===== config.mk =====
export PLATFORM = sky130hd
export DESIGN_NAME = mfc_ctrl
export DESIGN_NICKNAME = d
export VERILOG_FILES = /design/src/design/mfc_pkg.sv /design/src/design/mfc_ctrl.sv
export SDC_FILE = /design/constraint.sdc
export NUM_CORES = 1
export LEC_CHECK = 0
export BUFFER_PORTS_ARGS = -buffer_cell sky130_fd_sc_hd__buf_2
export CAP_MARGIN = 30
export CELL_PAD_IN_SITES_DETAIL_PLACEMENT = 0
export CELL_PAD_IN_SITES_GLOBAL_PLACEMENT = 2
export CORE_AREA = 2 2 39 41
export CTS_CLUSTER_DIAMETER = 120
export DETAILED_ROUTE_END_ITERATION = 16
export DIE_AREA = 0 0 41 43
export PLACE_DENSITY = 0.61
export RECOVER_POWER = 25
export REMOVE_ABC_BUFFERS = 1
export SLEW_MARGIN = 20
export SYNTH_ARGS = -nofsm -noshare
export SYNTH_HDL_FRONTEND = slang
export SYNTH_SLANG_ARGS = --single-unit

===== constraint.sdc =====
create_clock -name clk -period 1.22 [get_ports clk]
set_input_delay 0.244 -clock clk [delete_from_list [all_inputs] [get_ports clk]]
set_output_delay 0.244 -clock clk [all_outputs]
set_load 0.03 [all_outputs]

===== src/design/mfc_pkg.sv =====
// Shared constants, opcodes and control/status types for the motor frame codec.
`default_nettype none

package mfc_pkg;

    // Exchange kinds carried in the input tuser.
    localparam logic [1:0] KIND_TORQUE  = 2'd0;
    localparam logic [1:0] KIND_ENCODER = 2'd1;
    localparam logic [1:0] KIND_STATUS  = 2'd2;

    // Command opcodes sent to the motor.
    localparam logic [7:0] OP_NONE    = 8'h00;
    localparam logic [7:0] OP_TORQUE  = 8'hA1;
    localparam logic [7:0] OP_ENCODER = 8'h90;
    localparam logic [7:0] OP_STATUS  = 8'h9A;

    // Configuration register indexes.
    localparam logic [2:0] CFG_AXIS_NEGATIVE  = 3'd0;
    localparam logic [2:0] CFG_TORQUE_GAIN    = 3'd1;
    localparam logic [2:0] CFG_TORQUE_INV     = 3'd2;
    localparam logic [2:0] CFG_POSITION_SCALE = 3'd3;
    localparam logic [2:0] CFG_POSITION_OFS   = 3'd4;
    localparam logic [2:0] CFG_VELOCITY_SCALE = 3'd5;

    // Register reset values.
    localparam logic        RST_AXIS_NEGATIVE  = 1'b0;
    localparam logic [15:0] RST_TORQUE_GAIN    = 16'd7655;
    localparam logic [15:0] RST_TORQUE_INV     = 16'd2192;
    localparam logic [31:0] RST_POSITION_SCALE = 32'd45756;
    localparam logic [31:0] RST_POSITION_OFS   = 32'd0;
    localparam logic [23:0] RST_VELOCITY_SCALE = 24'd32536;

    // Multiturn unwrap thresholds.
    localparam logic [15:0]        ENC_LOW_MARK   = 16'd10000;
    localparam logic [15:0]        ENC_HIGH_MARK  = 16'd50000;
    localparam logic [15:0]        ENC_RESET      = 16'd35000;
    localparam logic signed [15:0] TURN_CEILING   = 16'sd32767;
    localparam logic signed [15:0] TURN_FLOOR     = -16'sd32767;

    // Stream widths.
    localparam int S_TDATA_W = 72;
    localparam int M_TDATA_W = 176;

    typedef struct packed {
        logic capture;
        logic unwrap;
        logic count;
        logic mul;
        logic round;
        logic load;
    } mfc_cmd_t;

    typedef struct packed {
        logic out_free;
    } mfc_sts_t;

endpackage

`default_nettype wire


===== src/design/mfc_ctrl.sv =====
// Controller state machine sequencing one exchange through the datapath.
`default_nettype none

module mfc_ctrl
    import mfc_pkg::*;
(
    input  wire logic     clk,
    input  wire logic     rst_n,
    input  wire logic     s_tvalid,
    output logic          s_tready,
    output mfc_cmd_t      cmd,
    input  wire mfc_sts_t sts
);

    localparam logic [2:0] ST_IDLE   = 3'd0;
    localparam logic [2:0] ST_UNWRAP = 3'd1;
    localparam logic [2:0] ST_COUNT  = 3'd2;
    localparam logic [2:0] ST_MUL    = 3'd3;
    localparam logic [2:0] ST_ROUND  = 3'd4;
    localparam logic [2:0] ST_FINISH = 3'd5;

    logic [2:0] state_reg;
    logic [2:0] state_next;

    always_comb
    begin
        state_next = state_reg;
        cmd        = '0;
        s_tready   = 1'b0;
        unique case (state_reg)
            ST_IDLE:
            begin
                s_tready    = 1'b1;
                cmd.capture = s_tvalid;
                if (s_tvalid)
                begin
                    state_next = ST_UNWRAP;
                end
            end
            ST_UNWRAP:
            begin
                cmd.unwrap = 1'b1;
                state_next = ST_COUNT;
            end
            ST_COUNT:
            begin
                cmd.count  = 1'b1;
                state_next = ST_MUL;
            end
            ST_MUL:
            begin
                cmd.mul    = 1'b1;
                state_next = ST_ROUND;
            end
            ST_ROUND:
            begin
                cmd.round  = 1'b1;
                state_next = ST_FINISH;
            end
            ST_FINISH:
            begin
                // Wait here until the output register can take the result.
                if (sts.out_free)
                begin
                    cmd.load   = 1'b1;
                    state_next = ST_IDLE;
                end
            end
            default:
            begin
                state_next = ST_IDLE;
            end
        endcase
    end

    always_ff @(posedge clk or negedge rst_n)
    begin
        if (!rst_n)
        begin
            state_reg <= ST_IDLE;
        end
        else
        begin
            state_reg <= state_next;
        end
    end

`ifndef SYNTHESIS
    a_one_command: assert property (@(posedge clk) disable iff (!rst_n) $onehot0(cmd))
        else $error("more than one datapath command in a cycle");
    a_load_needs_room: assert property (@(posedge clk) disable iff (!rst_n)
        cmd.load |-> sts.out_free)
        else $error("result loaded while output register is occupied");
    a_capture_starts: assert property (@(posedge clk) disable iff (!rst_n)
        cmd.capture |=> cmd.unwrap)
        else $error("accepted item did not enter the unwrap step");
    a_finish_holds: assert property (@(posedge clk) disable iff (!rst_n)
        (state_reg == ST_FINISH && !sts.out_free) |=> state_reg == ST_FINISH)
        else $error("finished result dropped while output stalled");
`endif

endmodule

`default_nettype wire


==> out/qor.txt <==
status = complete, but fails checks
failing checks = negative setup slack
Seq cells post-synth = 3
gpl congestion = 0.704
combinational fraction of design power = 60.8%
crit share post-route = 115%
area grow syn2layout = 81.1%
CP arrival = 1.16 ns
Met3 Routed Length = 47 microns
Worst-Margin Slew = 0.227 ns
Final nets = 44
fin area = 360 sq um
Pre-antenna DRT Iters = 2
DRT antenna net count = 0
Synth area leaders = dfrtp_1 38%, nor3b_1 7.5%, buf_6 5.7%
Avg Inst Size Synth = 9.47 sq um
Rows = 14
HP Class = in -> reg
Net Switching = 0.489 mW
global-route wire length before repair = 903 microns
initial antenna violation count = 0
Post-DP Area = 255 sq um
metal2 WL = 238 microns
Switching Fraction = 45.0%
H-tree Lvls = 1
sequential fraction of the synthesis area = 37.7%
share of the synthesized area in the top cell type = 37.7%
Routed WL per cell = 10.4 microns
initial drt markers = 2
RSZ-0062 raised after global routing = true
Worst Setup Slack, final = -0.181 ns
Crit Path Category = reg -> out
share of layout cells above drive strength 1 = 61.5%
setup violators final = 7
Synth area leader = dfrtp_1
Hold Violations, Final = 0
CTS tree = built
Slew Viols, Final = 0
number of remaining DRC errors = 0
Core ar. = 1380 sq um
Port Buffers = 10
Final min period = 1.40 ns
most common cell after layout, fill and taps aside = buf_4
max reg flops = 3
Total Power = 1.09 mW
Die ar. = 1760 sq um
met1 WL = 287 microns
Initial Util = 14.4%
number of distinct library cells after synthesis = 16
Clock Latency Late Sink = 0.23 ns
commonest non-fill, non-tap cells in the layout = 8 x buf_4, 4 x buf_2, 3 x clkbuf_4, 3 x buf_6, 3 x dfrtp_2
Die Y-Extent = 43 microns
clock input transition at the sequential cells of the worst setup and hold paths = 0.04 ns
n_diodes = 0
largest fanout on the critical path = 6
clock power share = 16.0%
crit path launch type = flop
register area = 78.8 sq um
total CTS buffers = 3
vias post-DR = 213
I/O pins = 11
Max Freq = 714 MHz
Mapped Area = 199 sq um
multi-input logic area = 104 sq um
Yosys warning total = 0
Fillers = 153
CP endpoint kind = primary output
total congestion overflow = 0
max_cap viols = 0
clock skew = 0.00114 ns
post-DP HPWL = 333 microns
via count of the first global-routing pass = 207
Max clock buf depth = 2
max layer used = met3
PwrDens = 3020 nW/um^2
R2R Setup Slk = 0.11 ns
routed vias/inst = 3.87
Slew HR = 84.9%
Int Pwr = 0.598 mW
sequential power share = 23.2%
Gate Count Post-Synth = 21
GRT Util Overall = 8.33%
clock sink count = 3
leakage = 0.168 nW
worst ir drop on vdd = 0.756 mV
root buffer cell = clkbuf_4
Worst Path Required = 0.98 ns
WL final = 573 microns
Die Wd = 41 microns
pin count of the biggest net entering global routing = 9
==> path summary, 6_finish.rpt <==
check	start	end	depth (start not counted)
min in group asynchronous	rst_n	state_reg[2]	2
max in group asynchronous	rst_n	state_reg[1]	2
min	sts	state_reg[0]	3
max	state_reg[2]	cmd[5]	3
min reg2reg	state_reg[1]	state_reg[2]	2
max reg2reg	state_reg[2]	state_reg[0]	3
==> final cells by class <==
type	instances	area share, %
repair buffers	17	35.4
multi-input cells	14	28.8
flip-flops and latches	3	21.9
clock buffers	4	7.29
well taps	16	5.56
inverters	1	1.04
==> power groups by stage <==
stage / clock network [mW] / logic, mW / registers (mW)
final: 0.174 / 0.661 / 0.252
after global routing: 0.200 / 0.708 / 0.267
after CTS: 0.183 / 0.634 / 0.250
after detailed placement: 0 / 0.471 / 0.259
after global placement: 0 / 0.473 / 0.256
after floorplan: 0 / 0.342 / 0.234
==> Yosys cell counts <==
cell	number
a31o_1	1
inv_1	1
xnor2_1	1
nor3_2	1
nor3b_1	2
dfrtp_1	3
and4_1	1
nor2_1	1
buf_6	1
and3b_1	1
and2_1	1
nand2b_1	1
a221oi_1	1
nand2_1	1
buf_2	2
nor3_1	2
==> critical path: stages, from the launching register on <==
cell and delay, ns:
dfrtp_2 0.43, nor3_2 0.19, and2_1 0.16, buf_6 0.13
==> timing repair <==
action	CTS	global route
hold buffers	1	0
pin swaps	1	0
endpoints found under the setup margin	7	7
endpoints found under the hold margin	3	0
resized for setup	14	1
buffers inserted	4	1
==> layer usage <==
metal,global-route usage (%),vias up
li1,-,108
met1,10.6,95
met2,10.0,10
met3,4.71,0
met4,6.00,0
met5,0,-
==> stage by stage <==
stage,utilization (%),hold slack (ns),cells,TNS [ns],setup WS (ns)
2_1_floorplan,-,-0.0516,18,-1.09,-0.342
3_3_place_gp,18.4,0.0382,45,0,0.00238
3_5_place_dp,18.4,0.0416,45,-0.0207,-0.0181
4_1_cts,25.6,0.317,54,-0.961,-0.187
5_1_grt,26.0,0.339,55,-1.28,-0.252
6_report,26.0,0.323,55,-0.856,-0.181
==> cell families after synthesis <==
family	synth area share, %
buffers and inverters	12.6
flip-flops	37.7
XOR/XNOR	4.40
AND/OR/NAND/NOR	36.5
AO/OA/AOI/OAI	8.81
Note: power is estimated with default switching activity, not from simulation.
